==> config.mk <==
export PLATFORM = sky130hd
export DESIGN_NAME = top_k_strength_sorted_table_core
export DESIGN_NICKNAME = d
export VERILOG_FILES = /design/src/hdl/tks_pkg.sv /design/src/hdl/tks_payload_ram.sv /design/src/hdl/tks_rank_ctl.sv /design/src/hdl/top_k_strength_sorted_table_core.sv
export SDC_FILE = /design/constraint.sdc
export NUM_CORES = 1
export LEC_CHECK = 0
export ABC_AREA = 1
export BUFFER_PORTS_ARGS = -buffer_cell sky130_fd_sc_hd__buf_2
export CORE_ASPECT_RATIO = 1.5
export CORE_MARGIN = 2
export CORE_UTILIZATION = 45
export CTS_CLUSTER_DIAMETER = 100
export DETAILED_ROUTE_END_ITERATION = 6
export HOLD_SLACK_MARGIN = 0.08
export PLACE_DENSITY = 0.61
export SLEW_MARGIN = 30
export SYNTH_ARGS = -nofsm -noshare
export SYNTH_HDL_FRONTEND = slang
export SYNTH_SLANG_ARGS = --single-unit
==> constraint.sdc <==
create_clock -name aclk -period 3.6 [get_ports aclk]
set_clock_uncertainty 0.05 [all_clocks]
set_input_delay 0.18 -clock aclk [delete_from_list [all_inputs] [get_ports aclk]]
set_output_delay 0.18 -clock aclk [all_outputs]
set_load 0.02 [all_outputs]
==> src/hdl/tks_pkg.sv <==
`timescale 1ns / 1ps

package tks_pkg;

    // request codes carried on s_tuser
    localparam logic [1:0] REQ_INSERT = 2'd0;
    localparam logic [1:0] REQ_READ   = 2'd1;
    localparam logic [1:0] REQ_CLEAR  = 2'd2;

    localparam int STR_W      = 16;
    localparam int PAY_IN_W   = 32;
    localparam int RANK_IN_W  = 6;
    localparam int CNT_OUT_W  = 7;
    localparam int IN_TDATA_W  = 56;
    localparam int OUT_TDATA_W = 56;

    // status from the rank controller to the output stage
    typedef struct packed {
        logic                 valid;
        logic                 hit;
        logic                 evict;
        logic [STR_W-1:0]     str;
        logic [CNT_OUT_W-1:0] count;
    } resp_t;

endpackage

==> src/hdl/tks_payload_ram.sv <==
`timescale 1ns / 1ps

module tks_payload_ram #(
    parameter int DEPTH = 16,
    parameter int WIDTH = 32,
    parameter int AW    = 4
) (
    input  logic             aclk,
    input  logic             wr_en,
    input  logic [AW-1:0]    wr_addr,
    input  logic [WIDTH-1:0] wr_data,
    input  logic             rd_en,
    input  logic [AW-1:0]    rd_addr,
    output logic [WIDTH-1:0] rd_data
);

    logic [WIDTH-1:0] mem [DEPTH];
    logic [WIDTH-1:0] rd_data_reg;

    always_ff @(posedge aclk) begin
        if (wr_en) begin
            mem[wr_addr] <= wr_data;
        end
        if (rd_en) begin
            rd_data_reg <= mem[rd_addr];
        end
    end

    assign rd_data = rd_data_reg;

endmodule

==> src/hdl/tks_rank_ctl.sv <==
`timescale 1ns / 1ps

module tks_rank_ctl import tks_pkg::*; #(
    parameter int ENTRIES = 16,
    parameter int RW      = 4
) (
    input  logic                 aclk,
    input  logic                 aresetn,
    input  logic                 start,
    output logic                 idle,
    input  logic [1:0]           req_type,
    input  logic [STR_W-1:0]     new_strength,
    input  logic [RANK_IN_W-1:0] read_rank,
    output resp_t                resp,
    input  logic                 resp_taken,
    output logic                 pay_wr_en,
    output logic [RW-1:0]        pay_wr_addr,
    output logic                 pay_rd_en,
    output logic [RW-1:0]        pay_rd_addr
);

    localparam int CW = $clog2(ENTRIES + 1);
    localparam logic [CW-1:0] FULL     = CW'(ENTRIES);
    localparam logic [CW-1:0] FULL_M1  = CW'(ENTRIES - 1);
    localparam logic [RW-1:0] LAST_IDX = RW'(ENTRIES - 1);

    localparam logic [2:0] ST_IDLE     = 3'd0;
    localparam logic [2:0] ST_SCAN     = 3'd1;
    localparam logic [2:0] ST_DEL      = 3'd2;
    localparam logic [2:0] ST_INS      = 3'd3;
    localparam logic [2:0] ST_INS_LAST = 3'd4;
    localparam logic [2:0] ST_RD       = 3'd5;
    localparam logic [2:0] ST_RESP     = 3'd6;

    typedef struct packed {
        logic [STR_W-1:0] str;
        logic [RW-1:0]    slot;
    } rank_ent_t;

    // rank-ordered table: strength copy and slot index per rank
    rank_ent_t rank_mem [ENTRIES];
    rank_ent_t mem_q_reg;

    logic       mem_re;
    logic [RW-1:0] mem_raddr;
    logic       mem_we;
    logic [RW-1:0] mem_waddr;
    rank_ent_t  mem_wdata;

    logic [2:0]       state_reg, state_next;
    logic [CW-1:0]    cnt_reg, cnt_next;
    logic [CW-1:0]    k_reg, k_next;
    logic [STR_W-1:0] op_str_reg, op_str_next;
    logic [RW-1:0]    new_slot_reg, new_slot_next;
    logic [STR_W-1:0] min_str_reg, min_str_next;
    logic [RW-1:0]    eslot_reg, eslot_next;
    logic [RW-1:0]    erank_reg, erank_next;
    logic             evict_reg, evict_next;
    logic             hit_reg, hit_next;
    logic [STR_W-1:0] out_str_reg, out_str_next;
    logic             rv_reg;
    logic [RW-1:0]    rtag_reg;

    logic          scan_take;
    logic [RW-1:0] scan_erank;
    logic [RW-1:0] scan_eslot;
    logic [CW-1:0] k_dec;
    logic [RW-1:0] rtag_inc;
    logic [RW-1:0] rtag_dec;
    rank_ent_t     new_ent;

    always_ff @(posedge aclk) begin
        if (mem_we) begin
            rank_mem[mem_waddr] <= mem_wdata;
        end
        if (mem_re) begin
            mem_q_reg <= rank_mem[mem_raddr];
        end
    end

    // weakest entry so far, lowest slot on equal strength
    assign scan_take = (rtag_reg == '0)
                    || ($signed(mem_q_reg.str) < $signed(min_str_reg))
                    || ((mem_q_reg.str == min_str_reg) && (mem_q_reg.slot < eslot_reg));
    assign scan_erank = scan_take ? rtag_reg : erank_reg;
    assign scan_eslot = scan_take ? mem_q_reg.slot : eslot_reg;

    assign k_dec    = k_reg - CW'(1);
    assign rtag_inc = rtag_reg + RW'(1);
    assign rtag_dec = rtag_reg - RW'(1);

    always_comb begin
        new_ent.str  = op_str_reg;
        new_ent.slot = new_slot_reg;
    end

    always_comb begin
        state_next    = state_reg;
        cnt_next      = cnt_reg;
        k_next        = k_reg;
        op_str_next   = op_str_reg;
        new_slot_next = new_slot_reg;
        min_str_next  = min_str_reg;
        eslot_next    = eslot_reg;
        erank_next    = erank_reg;
        evict_next    = evict_reg;
        hit_next      = hit_reg;
        out_str_next  = out_str_reg;
        mem_re        = 1'b0;
        mem_raddr     = '0;
        mem_we        = 1'b0;
        mem_waddr     = '0;
        mem_wdata     = mem_q_reg;
        pay_wr_en     = 1'b0;
        pay_rd_en     = 1'b0;
        pay_rd_addr   = mem_q_reg.slot;

        unique case (state_reg)
            ST_IDLE: begin
                if (start) begin
                    op_str_next  = new_strength;
                    evict_next   = 1'b0;
                    hit_next     = 1'b0;
                    out_str_next = '0;
                    state_next   = ST_RESP;
                    unique case (req_type)
                        REQ_INSERT: begin
                            if (new_strength != '0) begin
                                if (cnt_reg == FULL) begin
                                    k_next     = '0;
                                    state_next = ST_SCAN;
                                end else begin
                                    new_slot_next = cnt_reg[RW-1:0];
                                    k_next        = cnt_reg;
                                    state_next    = ST_INS;
                                end
                            end
                        end
                        REQ_READ: begin
                            if (CNT_OUT_W'(read_rank) < CNT_OUT_W'(cnt_reg)) begin
                                mem_re     = 1'b1;
                                mem_raddr  = read_rank[RW-1:0];
                                state_next = ST_RD;
                            end
                        end
                        REQ_CLEAR: begin
                            cnt_next = '0;
                        end
                        default: begin
                        end
                    endcase
                end
            end

            ST_SCAN: begin
                if (k_reg != FULL) begin
                    mem_re    = 1'b1;
                    mem_raddr = k_reg[RW-1:0];
                    k_next    = k_reg + CW'(1);
                end
                if (rv_reg) begin
                    if (scan_take) begin
                        min_str_next = mem_q_reg.str;
                    end
                    eslot_next = scan_eslot;
                    erank_next = scan_erank;
                    if (rtag_reg == LAST_IDX) begin
                        new_slot_next = scan_eslot;
                        evict_next    = 1'b1;
                        k_next        = CW'(scan_erank) + CW'(1);
                        state_next    = ST_DEL;
                    end
                end
            end

            ST_DEL: begin
                // close the gap left by the evicted rank
                if (k_reg != FULL) begin
                    mem_re    = 1'b1;
                    mem_raddr = k_reg[RW-1:0];
                    k_next    = k_reg + CW'(1);
                end
                if (rv_reg) begin
                    mem_we    = 1'b1;
                    mem_waddr = rtag_dec;
                    mem_wdata = mem_q_reg;
                end
                if ((k_reg == FULL) && !rv_reg) begin
                    cnt_next   = FULL_M1;
                    k_next     = FULL_M1;
                    state_next = ST_INS;
                end
            end

            ST_INS: begin
                // walk up from the tail, push weaker-or-equal entries down
                if (k_reg != '0) begin
                    mem_re    = 1'b1;
                    mem_raddr = k_dec[RW-1:0];
                    k_next    = k_dec;
                end
                if (rv_reg) begin
                    mem_we    = 1'b1;
                    mem_waddr = rtag_inc;
                    if ($signed(mem_q_reg.str) > $signed(op_str_reg)) begin
                        mem_wdata  = new_ent;
                        pay_wr_en  = 1'b1;
                        cnt_next   = cnt_reg + CW'(1);
                        state_next = ST_RESP;
                    end else if (rtag_reg == '0) begin
                        state_next = ST_INS_LAST;
                    end
                end else if (k_reg == '0) begin
                    state_next = ST_INS_LAST;
                end
            end

            ST_INS_LAST: begin
                mem_we     = 1'b1;
                mem_waddr  = '0;
                mem_wdata  = new_ent;
                pay_wr_en  = 1'b1;
                cnt_next   = cnt_reg + CW'(1);
                state_next = ST_RESP;
            end

            ST_RD: begin
                pay_rd_en    = 1'b1;
                pay_rd_addr  = mem_q_reg.slot;
                hit_next     = 1'b1;
                out_str_next = mem_q_reg.str;
                state_next   = ST_RESP;
            end

            ST_RESP: begin
                if (resp_taken) begin
                    state_next = ST_IDLE;
                end
            end

            default: begin
                state_next = ST_IDLE;
            end
        endcase
    end

    always_ff @(posedge aclk) begin
        if (!aresetn) begin
            state_reg <= ST_IDLE;
            cnt_reg   <= '0;
            rv_reg    <= 1'b0;
        end else begin
            state_reg <= state_next;
            cnt_reg   <= cnt_next;
            rv_reg    <= mem_re;
        end
    end

    always_ff @(posedge aclk) begin
        k_reg        <= k_next;
        op_str_reg   <= op_str_next;
        new_slot_reg <= new_slot_next;
        min_str_reg  <= min_str_next;
        eslot_reg    <= eslot_next;
        erank_reg    <= erank_next;
        evict_reg    <= evict_next;
        hit_reg      <= hit_next;
        out_str_reg  <= out_str_next;
        rtag_reg     <= mem_raddr;
    end

    assign idle        = (state_reg == ST_IDLE);
    assign pay_wr_addr = new_slot_reg;

    always_comb begin
        resp.valid = (state_reg == ST_RESP);
        resp.hit   = hit_reg;
        resp.evict = evict_reg;
        resp.str   = out_str_reg;
        resp.count = CNT_OUT_W'(cnt_reg);
    end

endmodule

==> src/hdl/top_k_strength_sorted_table_core.sv <==
`timescale 1ns / 1ps

// Sorted top-k table of scan results, strongest first.
// Input channel s_*: one request per transfer. s_tuser holds the request
// kind (insert, read at rank, clear); s_tdata holds strength, payload, rank.
// Output channel m_*: exactly one result per request, in request order.
// m_tuser flags a read that found an entry; m_tdata holds strength, payload,
// the entry count after the request and the eviction flag.
// One request is worked at a time; s_tready is high only while idle.
// A read looks up the rank table, then the payload memory; clear and
// ignored requests go straight to the result. The rank table lives in a
// one-port-read, one-port-write memory read one rank per cycle, and an
// insert walks it once (plus a weakest-entry scan and a gap-closing pass
// when full).
// A result sits in an output register; if m_tready is low the controller
// holds its next result until the register drains, and accepts no new
// request until its result has moved to that register.
// Reset empties the table at once; no clearing pass is needed.
module top_k_strength_sorted_table_core import tks_pkg::*; #(
    parameter int ENTRIES      = 16,
    parameter int PAYLOAD_BITS = 32
) (
    input  logic                   aclk,
    input  logic                   aresetn,
    input  logic                   s_tvalid,
    output logic                   s_tready,
    // [15:0] new_strength, [47:16] new_payload, [53:48] read_rank, [55:54] zero
    input  logic [IN_TDATA_W-1:0]  s_tdata,
    // [1:0] req_type
    input  logic [1:0]             s_tuser,
    output logic                   m_tvalid,
    input  logic                   m_tready,
    // [15:0] out_strength, [47:16] out_payload, [54:48] entry_count, [55] evicted
    output logic [OUT_TDATA_W-1:0] m_tdata,
    // [0] entry_valid
    output logic [0:0]             m_tuser
);

    localparam int RW      = (ENTRIES > 1) ? $clog2(ENTRIES) : 1;
    localparam int STORE_W = (PAYLOAD_BITS < PAY_IN_W) ? PAYLOAD_BITS : PAY_IN_W;

    logic                 accept;
    logic                 ctl_idle;
    resp_t                resp;
    logic                 resp_load;
    logic                 pay_wr_en;
    logic [RW-1:0]        pay_wr_addr;
    logic                 pay_rd_en;
    logic [RW-1:0]        pay_rd_addr;
    logic [STORE_W-1:0]   pay_rd_data;
    logic [STORE_W-1:0]   pay_reg;
    logic [PAY_IN_W-1:0]  out_pay;

    logic                   m_tvalid_reg, m_tvalid_next;
    logic [OUT_TDATA_W-1:0] m_tdata_reg;
    logic                   m_tuser_reg;

    assign s_tready = ctl_idle;
    assign accept   = s_tvalid && s_tready;

    always_ff @(posedge aclk) begin
        if (accept) begin
            pay_reg <= s_tdata[16 +: STORE_W];
        end
    end

    tks_rank_ctl #(
        .ENTRIES (ENTRIES),
        .RW      (RW)
    ) u_rank_ctl (
        .aclk         (aclk),
        .aresetn      (aresetn),
        .start        (accept),
        .idle         (ctl_idle),
        .req_type     (s_tuser),
        .new_strength (s_tdata[15:0]),
        .read_rank    (s_tdata[53:48]),
        .resp         (resp),
        .resp_taken   (resp_load),
        .pay_wr_en    (pay_wr_en),
        .pay_wr_addr  (pay_wr_addr),
        .pay_rd_en    (pay_rd_en),
        .pay_rd_addr  (pay_rd_addr)
    );

    tks_payload_ram #(
        .DEPTH (ENTRIES),
        .WIDTH (STORE_W),
        .AW    (RW)
    ) u_payload_ram (
        .aclk    (aclk),
        .wr_en   (pay_wr_en),
        .wr_addr (pay_wr_addr),
        .wr_data (pay_reg),
        .rd_en   (pay_rd_en),
        .rd_addr (pay_rd_addr),
        .rd_data (pay_rd_data)
    );

    // load the output register when it is empty or draining
    assign resp_load = resp.valid && (!m_tvalid_reg || m_tready);
    assign out_pay   = resp.hit ? PAY_IN_W'(pay_rd_data) : '0;

    always_comb begin
        m_tvalid_next = m_tvalid_reg;
        if (resp_load) begin
            m_tvalid_next = 1'b1;
        end else if (m_tready) begin
            m_tvalid_next = 1'b0;
        end
    end

    always_ff @(posedge aclk) begin
        if (!aresetn) begin
            m_tvalid_reg <= 1'b0;
        end else begin
            m_tvalid_reg <= m_tvalid_next;
        end
    end

    always_ff @(posedge aclk) begin
        if (resp_load) begin
            m_tdata_reg <= {resp.evict, resp.count, out_pay, resp.str};
            m_tuser_reg <= resp.hit;
        end
    end

    assign m_tvalid   = m_tvalid_reg;
    assign m_tdata    = m_tdata_reg;
    assign m_tuser[0] = m_tuser_reg;

endmodule

==> impl_metrics.csv, run 1 <==
group,metric,value,unit
clock_network,cts_sinks,1052,
power_and_ir_drop,p_leak,0.0179,µW
clock_network,cts.path.max_buffers,3,
run,drv_cap,0,
drt,wl_met1,40.9,mm
timing,fmax,306,MHz
power_and_ir_drop,power,41300,µW
setup_path,crit_fanout,32,
global_routing,grt_max_degree,259,
setup_path,worstSetupPathType,"flip-flop to flip-flop",
final_layout,diodes,0,
clock_network,htreeDepth,3,
synthesis,synthFlopType,"edfxtp_1",
synthesis,yosysSeqAreaShare,73.2,%
setup_path,cp_slowest_cell,"edfxtp_1",
timing,setup_tns,0,ns
clock_network,ctsResizeCount,0,
worst_hold_path,whs_path_depth,6,
global_routing,grt.overflow.total,0,
drt,drc,0,
drt,wl,106,mm
global_routing,grt_antenna_before_repair,8,
clock_network,cts_root_buffer,"clkbuf_16",
timing,fin_crit,3.27,ns
timing,timing.hold.ws,0.133,ns
clock_network,cts_tree,"built",
floorplanning,pin_count,121,
power_and_ir_drop,ir_worst_vdd,1030,µV
synthesis,ys_types,51,
setup_path,reg2reg_depth,15,
place,portBuffers,116,
synthesis,synth_cells,3291,
power_and_ir_drop,powerDensity,836,nW/µm²
floorplanning,die_h,383,µm
floorplanning,core,94400,µm²
timing,slew-limit-headroom,37.2,%
synthesis,yosys_warnings,0,
drt,drt-pass1-iter-count,6,
drt,drtIter0Drc,1944,
setup_path,cp_data_arrival_time,3.55,ns
timing,tightest_slew,0.943,ns
timing,setup_viol,0,
drt,via_per_inst,5.46,
clock_network,insertion_delay,0.71,ns
drt,ant_nets,0,
synthesis,syn_area,43000,µm²
setup_path,crit_path_start_kind,"flip-flop",
clock_network,cts_setup_buffers,0,
drt,wl_met3,5.73,mm
final_layout,drive_above_1_share,12.2,%
setup_path,path_cells,"inv_1, ha_1, nand2_1, o21ai_0, nand2_1, o211ai_1, nand2_1, nand3_1, nand3_1, inv_1, nand2_1, nand2_2, nand3_1, nor2_4, buf_12",
place,dpl_worst_slack,0.359,ns
outcome,status,"finished clean",
floorplanning,die_w,256,µm
clock_network,clkTransAtPathRegs,0.07,ns
floorplanning,dieArea,98000,µm²
drt,wl_per_cell,22.1,µm
timing,setup_ws,0.328,ns
final_layout,area_growth,14.9,%
timing,min_period_over_period,90.9,%
drt,num_vias,26400,
global_routing,grt_pass1_vias,25900,
setup_path,max_stage_delay,0.48,ns
clock_network,cts_buffers,100,
worst_hold_path,min_path_type,"input pin to flip-flop",
final_layout,largest_register_ff_count,512,
synthesis,synth_edf_count,1038,
synthesis,ys_seq_elements,1052,
floorplanning,initial_core_util,45.5,%
drt,wl_met2,56.0,mm
setup_path,cpMostUsedCell,"nand2_1",
place,dp_hpwl,60.8,mm
drt,routed.top_layer,"met5",
global_routing,track_usage,21.5,%
synthesis,synthArstFlopShare,0,%
synthesis,synth.avg_cell_area,13.1,µm²
timing,hold_viol_final,0,
final_layout,num-nets-final,3596,
timing,rsz0062_at_grt,"false",
setup_path,endpoint_kind,"flip-flop",
global_routing,grt_first_pass_wirelength,158,mm
place,gp_congestion,0.886,
setup_path,required,3.88,ns
floorplanning,fp-row-count,138,
timing,drv_slew,0,
## per-layer routing
metal  track usage, %  up-vias
met2             39.1      782
met1             25.5    13000
li1                 -    12300
met3             3.12      212
met4             8.82       10
met5                0        -
## path summary, 6_finish.rpt
kind,start,end,slack [ns]
worst max register to register,u_rank_ctl.op_str_reg[2],u_payload_ram.mem[3][26],0.33
worst max-delay path,u_rank_ctl.op_str_reg[2],u_payload_ram.mem[3][26],0.33
worst min-delay path,s_tdata[51],u_rank_ctl.pay_rd_addr[1],0.13
worst min register to register,u_rank_ctl.out_str_reg[14],m_tdata[14],0.36
## worst max-delay path, delay by kind of cell (launching register included)
family	cells	cell delay, ns
AND/OR/NAND/NOR	9	1.23
buffers and inverters	3	0.53
flip-flops	1	0.48
AO/OA/AOI/OAI	2	0.30
adder cells (fa/ha/maj)	1	0.29
## cells in the final DEF (no fill, tap or decap), types with 10 or more instances in the layout
cell and instances:
o21ai_1 10, o21ai_0 187, buf_2 116, nand2_1 564
ha_1 47, clkbuf_1 25, a21oi_1 74, clkbuf_16 101
dfxtp_1 14, clkinv_2 15, nand3b_1 22, o211ai_1 38
clkinv_1 24, nand3_1 285, buf_4 74, o221ai_1 102
edfxtp_1 1038, nor2_4 21, mux2i_1 102, o32ai_1 16
nor2_2 19, nor2_1 249, nor3_1 12, buf_12 34
dlygate4sd3_1 52, inv_1 209, o22ai_1 19
## through the flow
step,cells,cell area [µm²],util [%]
after floorplan,3292,43000,-
after global placement,4590,45700,48.4
after detailed placement,4591,45700,48.4
after CTS,4825,49300,52.3
after global routing,4827,49400,52.3
final,4827,49400,52.3
## where the power goes
part	total (µW)	internal (µW)	switching [µW]
sequential	17300	16400	940
clock	10100	5600	4520
combinational	13900	4240	9620
## cell families (layout without fill, tap and decap cells)
family                   Yosys count  in the layout  synth area share (%)
AO/OA/AOI/OAI                    483            483                  7.20
XOR/XNOR                           9              9                 0.183
adder cells (fa/ha/maj)           47             47                  1.37
buffers and inverters            407            682                  4.02
flip-flops                      1052           1052                  73.2
multiplexers                     102            102                  2.38
other                              1              2               0.00872
AND/OR/NAND/NOR                 1190           1190                  11.7
## Yosys cell counts (all sizes together), types with 22 or more instances
cell type	number	area (µm²)
o21ai	199	1000
inv	221	830
a21oi	83	449
o211ai	38	285
nand2	568	2140
o221ai	102	893
edfxtp	1038	31200
nand3b	22	165
nor2	290	1130
mux2i	102	1020
nand3	286	1440
ha	47	588
buf	88	529
clkbuf	97	365
## repair_timing
action                                  4_1_cts  5_1_grt
hold buffers                                 52        0
hold endpoints to repair                     59        0
endpoints found under the setup margin        0        0
## area by class of cell
type | count | area (µm²)
tap | 1260 | 1580
clock buffer | 126 | 2620
timing repair buffer | 278 | 2390
multi-input combinational | 1833 | 10000
fill | 7933 | 45000
clock inverter | 56 | 489
sequential | 1052 | 31500
inverter | 222 | 841
Power figures use the tool's default switching activity.
==> run 2, diff against run 1 <==
- CORE_MARGIN: 2 -> 5
- CORE_UTILIZATION: 45 -> 48
- PLACE_DENSITY: 0.61 -> 0.64
==> run 2 against run 1 <==
  * Critical path depth did not move
  * Clock power is essentially flat
  * Sequential cell count unchanged
  * Clock-buffer cell count down 2
  * Maximum frequency decreased by 4.3%
  * Cell area rose by 0.41%
  * First-iteration DRC count is 6.7% higher
  * Combinational power is essentially flat
  * Setup slack got worse by 0.15 ns
  * Critical path type unchanged
  * Largest cell class unchanged
  * Largest power group unchanged
==> impl_metrics.csv, run 2 (same netlist as run 1, synthesis figures left out) <==
group,metric,value,unit
outcome,status,"finished clean",
timing,hold_viol_final,0,
floorplanning,dieArea,95700,µm²
setup_path,r2r_slack,0.18,ns
drt,drt-pass1-iter-count,5,
final_layout,fill_cells,7202,
global_routing,grt_max_degree,259,
drt,ant_nets,0,
final_layout,drive_above_1_share,12.7,%
clock_network,clkTransAtPathRegs,0.07,ns
clock_network,cts.path.max_buffers,3,
floorplanning,core,89000,µm²
drt,drc,0,
floorplanning,fp-row-count,134,
place,dp.cells,4504,
power_and_ir_drop,powerDensity,835,nW/µm²
drt,via_per_inst,5.59,
final_layout,fin_area,49600,µm²
floorplanning,initial_core_util,48.3,%
global_routing,grt_pass1_vias,25900,
power_and_ir_drop,p_leak,0.0180,µW
place,portBuffers,116,
drt,wl,106,mm
setup_path,critPathBufInv,3,
clock_network,cts_sinks,1052,
timing,rsz0062_at_grt,"false",
timing,setup_viol,0,
setup_path,cp_data_arrival_time,3.74,ns
worst_hold_path,min_path_type,"input pin to flip-flop",
setup_path,cpLargestDelayFamily,"simple AND/OR/NAND/NOR gates",
setup_path,worstSetupPathType,"flip-flop to flip-flop",
power_and_ir_drop,ir_worst_vdd,596,µV
setup_path,cpMostUsedCell,"nand2_1",
timing,setup_tns,0,ns
clock_network,insertion_delay,0.69,ns
global_routing,grt_antenna_before_repair,6,
drt,wl_per_cell,22.4,µm
final_layout,num-nets-final,3613,
clock_network,cts_tree,"built",
final_layout,stdcell_count,4746,
drt,num_vias,26500,
run,drv_cap,0,
setup_path,path_cells,"ha_1, nand2_1, inv_1, nand3_1, a31oi_1, a211oi_1, nand2_1, nand2_1, nand3_1, inv_1, nand2_1, nand2_2, nand3_1, nor2_4, buf_12",
global_routing,grt.overflow.total,0,
timing,slew-limit-headroom,32.1,%
floorplanning,die_w,254,µm
setup_path,endpoint_kind,"flip-flop",
timing,fmax,292,MHz
power_and_ir_drop,power,41400,µW
clock_network,htreeDepth,3,
final_layout,area_growth,15.4,%
final_layout,final_common_cell,"edfxtp_1",
setup_path,max_stage_delay,0.44,ns
place,gp_congestion,0.890,
floorplanning,pin_count,121,
setup_path,required,3.92,ns
setup_path,crit_fanout,20,
clock_network,ctsResizeCount,0,
place,dp_hpwl,60.6,mm
timing,drv_slew,0,
global_routing,grt_first_pass_wirelength,158,mm
setup_path,cp_slowest_cell,"edfxtp_1",
global_routing,track_usage,21.9,%
timing,tightest_slew,1.02,ns
timing,timing.hold.ws,0.160,ns
drt,drtIter0Drc,2074,
timing,min_period_over_period,95.0,%
clock_network,cts_root_buffer,"clkbuf_16",
place,placed_cell_area,45900,µm²
floorplanning,die_h,376,µm
final_layout,final_cell_mix,"edfxtp_1, nand2_1, nand3_1",
timing,fin_crit,3.42,ns
setup_path,crit_path_start_kind,"flip-flop",
final_layout,largest_register_ff_count,512,
clock_network,cts_buffers,97,
run 2: cell types whose count changed in the layout (fill, tap and decap cells not counted), moves of 2 or more:
cell	previous run	this run
buf_12	34	48
clkinv_1	24	17
clkinv_2	15	20
clkinv_4	0	5
diode_2	0	5
dlygate4sd3_1	52	56
buf_4	74	77
bufinv_16	6	9
clkbuf_16	101	98
clkinvlp_4	4	1
clkinv_8	2	0
inv_4	3	1
run 2: what timing repair did:
item	in CTS	in global routing
hold endpoints to repair	60	0
hold buffers	56	0
buffers inserted	0	0
run 2: cell type report:
class,count,area [µm²],share of cell area [%]
Sequential cell,1052,31500,63.4
Multi-Input combinational cell,1833,10000,20.2
Timing Repair Buffer,298,2710,5.46
Clock buffer,124,2560,5.16
Tap cell,1156,1450,2.92
Inverter,222,838,1.69
Clock inverter,56,566,1.14
Antenna cell,5,12.5,0.0252
run 2: per-stage QoR:
| step | setup WS (ns) | utilization [%] |
|---|---|---|
| 3_5_place_dp | 0.290 | 51.5 |
| 5_1_grt | 0.0888 | 55.7 |
| 2_1_floorplan | -0.225 | - |
| 3_3_place_gp | 0.244 | 51.5 |
| 4_1_cts | 0.263 | 55.7 |
| 6_report | 0.181 | 55.7 |
run 2: worst paths after layout:
check / startpoint / end / cells after the start
worst min register to register: u_rank_ctl.out_str_reg[13] / m_tdata[13] / 0
worst max register to register: u_rank_ctl.mem_q_reg[19] / u_payload_ram.mem[12][31] / 15
worst min-delay path: s_tdata[42] / pay_reg[26] / 2
worst max-delay path: u_rank_ctl.mem_q_reg[19] / u_payload_ram.mem[12][31] / 15
run 2: per-layer routing:
layer / wire (µm) / GRT usage (%) / part of all wire, %
met5: 0 / 0 / 0
met4: 3920 / 8.45 / 3.7
met3: 5760 / 3.20 / 5.4
met2: 55900 / 39.2 / 53
met1: 40600 / 26.6 / 38
run 2: report_power, final:
part           internal, µW  switching, µW
clock network          5710           4430
logic                  4360           9670
registers             16400            891
==> run 3, diff against run 2 <==
- SLEW_MARGIN: 30 -> 25
- SYNTH_HIERARCHICAL: unset -> 1
==> run 3 against run 2 <==
  * Maximum frequency up 1.6%
  * Utilization up 0.30 points
  * Register-to-register slack better by 0.06 ns
  * Via count up 12%
  * Non-clock buffer count up 52
  * Global-route usage up 0.71 points
  * Power down 2.1%
  * Hold slack worse by 0.028 ns
  * Cell area up 5.3%
  * Final cell count up 20%
  * Clock-buffer cell count up 4
  * Critical path type unchanged
  * Largest cell class unchanged
==> impl_metrics.csv, run 3 <==
group,metric,value,unit
setup_path,cp_data_arrival_time,3.70,ns
power_and_ir_drop,p_comb_share,32.7,%
synthesis,syn_area,45200,µm²
clock_network,cts.path.max_buffers,3,
power_and_ir_drop,p_int,26100,µW
timing,rsz0062_at_grt,"false",
floorplanning,fp-row-count,137,
final_layout,num-nets-final,4447,
synthesis,synthArstFlopShare,0,%
synthesis,ys_top_cells_by_count,"nand2_1, edfxtp_1, inv_1",
synthesis,yosysSeqAreaShare,69.8,%
drt,via_per_inst,5.25,
clock_network,cts_buffers,100,
synthesis,synth_edf_count,1040,
global_routing,grt.overflow.total,0,
floorplanning,pin_count,121,
floorplanning,die_w,260,µm
synthesis,synthFlopType,"edfxtp_1",
setup_path,r2r-end,"u_payload_ram/mem[10][11]",
synthesis,yosys_warnings,6,
global_routing,grt_pass1_vias,29400,
drt,drc,0,
setup_path,worstSetupPathType,"flip-flop to flip-flop",
clock_network,clkTransAtPathRegs,0.06,ns
setup_path,endpoint_kind,"flip-flop",
synthesis,synth_cells,4082,
synthesis,yosys.area.top_type,"edfxtp_1",
clock_network,insertion_delay,0.69,ns
setup_path,cp-startpoint,"u_rank_ctl/op_str_reg[3]",
clock_network,cts_tree,"built",
timing,fin_crit,3.36,ns
floorplanning,core,93200,µm²
power_and_ir_drop,p_sw,14500,µW
setup_path,crit_fanout,14,
drt,wl,115,mm
drt,drt-pass1-iter-count,5,
worst_hold_path,whs_path_depth,7,
final_layout,drive_above_1_share,11.7,%
final_layout,diodes,0,
power_and_ir_drop,switching_share,35.7,%
clock_network,cts_root_buffer,"clkbuf_16",
setup_path,r2r_start,"u_rank_ctl/op_str_reg[3]",
clock_network,cts_sinks,1054,
timing,fmax,297,MHz
setup_path,crit_path_start_kind,"flip-flop",
synthesis,synth.avg_cell_area,11.1,µm²
setup_path,crit_end,"u_payload_ram/mem[10][11]",
synthesis,synthTopCellsByArea,"edfxtp_1, nand2_1, nand3_1",
setup_path,r2r_slack,0.24,ns
drt,num_vias,29800,
timing,slew-limit-headroom,29.4,%
place,dp_hpwl,67.2,mm
timing,setup_tns,0,ns
final_layout,final_cell_mix,"nand2_1, edfxtp_1, inv_1",
place,gp_congestion,0.872,
final_layout,fin_area,52200,µm²
synthesis,ys_seq_elements,1054,
outcome,status,"finished clean",
timing,hold_viol_final,0,
global_routing,grt_max_degree,176,
floorplanning,die_h,386,µm
drt,wl_per_cell,20.3,µm
power_and_ir_drop,seq_power_share,40.9,%
floorplanning,dieArea,100000,µm²
drt,ant_nets,0,
power_and_ir_drop,powerDensity,777,nW/µm²
timing,min_period_over_period,93.4,%
final_layout,largest_register_ff_count,512,
global_routing,grt_first_pass_wirelength,173,mm
timing,setup_ws,0.236,ns
timing,setup_viol,0,
clock_network,htreeDepth,3,
global_routing,grt_antenna_before_repair,1,
drt,drtIter0Drc,2367,
power_and_ir_drop,ir_worst_vdd,613,µV
place,portBuffers,118,
timing,tightest_slew,1.06,ns
final_layout,final_common_cell,"nand2_1",
synthesis,yosys.area.top_type_share,69.1,%
synthesis,ys_types,48,
power_and_ir_drop,power,40600,µW
floorplanning,initial_core_util,48.4,%
setup_path,reg2reg_depth,20,
global_routing,track_usage,22.6,%
power_and_ir_drop,p_leak,0.0213,µW
run,drv_cap,0,
worst_hold_path,min_path_type,"input pin to flip-flop",
setup_path,required,3.93,ns
timing,drv_slew,0,
place,placed_cell_area,48200,µm²
place,dpl_worst_slack,0.124,ns
timing,timing.hold.ws,0.132,ns
power_and_ir_drop,clockPowerShare,26.3,%
synthesis,synth_most_common_cell,"nand2_1",
final_layout,area_growth,15.7,%
==> run 3: changes by cell type after synthesis, moves of 16 or more <==
| cell | before | now |
|---|---|---|
| o21ai_0 | 189 | 51 |
| nand3b_1 | 22 | 4 |
| o221ai_1 | 102 | 0 |
| inv_1 | 211 | 617 |
| a21oi_1 | 74 | 120 |
| nand2_1 | 564 | 1130 |
| clkbuf_1 | 96 | 52 |
| nor2_1 | 283 | 117 |
| nand3_1 | 285 | 580 |
| o32ai_1 | 16 | 0 |
| buf_6 | 6 | 38 |
| o21ai_1 | 9 | 30 |
| mux2i_1 | 102 | 0 |
==> run 3: what timing repair did <==
item | 4_1_cts | 5_1_grt
setup endpoints to repair | 0 | 313
hold buffers | 55 | 0
hold endpoints to repair | 58 | 0
gates resized for setup | 0 | 14
buffers inserted | 0 | 6
==> run 3: logic make-up after synthesis <==
| kind of cell | after synthesis | share of synthesized area (%) |
|---|---|---|
| adders and majority gates | 46 | 1.27 |
| other | 1 | 0.00830 |
| xor gates and xnor gates | 7 | 0.136 |
| AOI/OAI and AO/OA | 281 | 3.53 |
| and+or+nand+nor | 1864 | 17.3 |
| buffers and inverters | 829 | 7.93 |
| DFF | 1054 | 69.8 |
==> run 3: worst min path at each step <==
stage	startpoint	to
after detailed placement	s_tdata[45]	pay_reg[29]
after global routing	s_tdata[52]	u_rank_ctl/rv_reg
after CTS	s_tdata[52]	u_rank_ctl/rv_reg
after floorplan	s_tdata[16]	pay_reg[0]
after global placement	s_tdata[42]	pay_reg[26]
final	s_tdata[52]	u_rank_ctl/rv_reg
==> run 3: area by class of cell <==
class | instances | area [µm²]
multi-input combinational | 2202 | 10400
clock inverter | 58 | 606
tap | 1251 | 1570
inverter | 631 | 2380
clock buffer | 128 | 2690
timing repair buffer | 350 | 3130
sequential | 1054 | 31500
fill | 7788 | 41000
==> run 3: power by group through the flow <==
stage          sequential (µW)  clock [µW]  combinational, µW
6_report                 16600       10700              13300
3_5_place_dp             16900           0              13100
2_1_floorplan            16700           0               8760
3_3_place_gp             16800           0              12900
4_1_cts                  16600       10900              13200
5_1_grt                  16700       11400              14700
==> run 3: per-layer routing <==
layer / wire length, µm / part of all wire (%) / vias up / global-route usage [%]
met5: 0 / 0 / - / 0
met4: 3710 / 3.2 / 0 / 8.33
met3: 6260 / 5.4 / 222 / 2.81
met2: 61200 / 53 / 922 / 41.5
met1: 44100 / 38 / 14500 / 27.2
li1: - / - / 14100 / -
==> run 3: critical path, stage by stage (launching register included) <==
cell and delay [ns]:
edfxtp_1 0.41, inv_1 0.10, ha_1 0.24, a21oi_1 0.16
o21ai_1 0.08, buf_4 0.14, nand2_1 0.05, o211ai_1 0.09
nand2_1 0.09, a21o_1 0.13, nand3_2 0.11, nor2_2 0.12
nand2_1 0.09, nand2_2 0.12, buf_12 0.17, buf_4 0.16
nand3b_1 0.08, buf_4 0.19, nor2_4 0.14, buf_4 0.16
clkbuf_16 0.17
==> run 3: per-stage QoR <==
stage / utilization, % / instances
finish: 56.0 / 5674
global route: 56.0 / 5674
CTS: 55.8 / 5663
detailed placement: 51.7 / 5422
global placement: 51.7 / 5422
floorplan: - / 4083
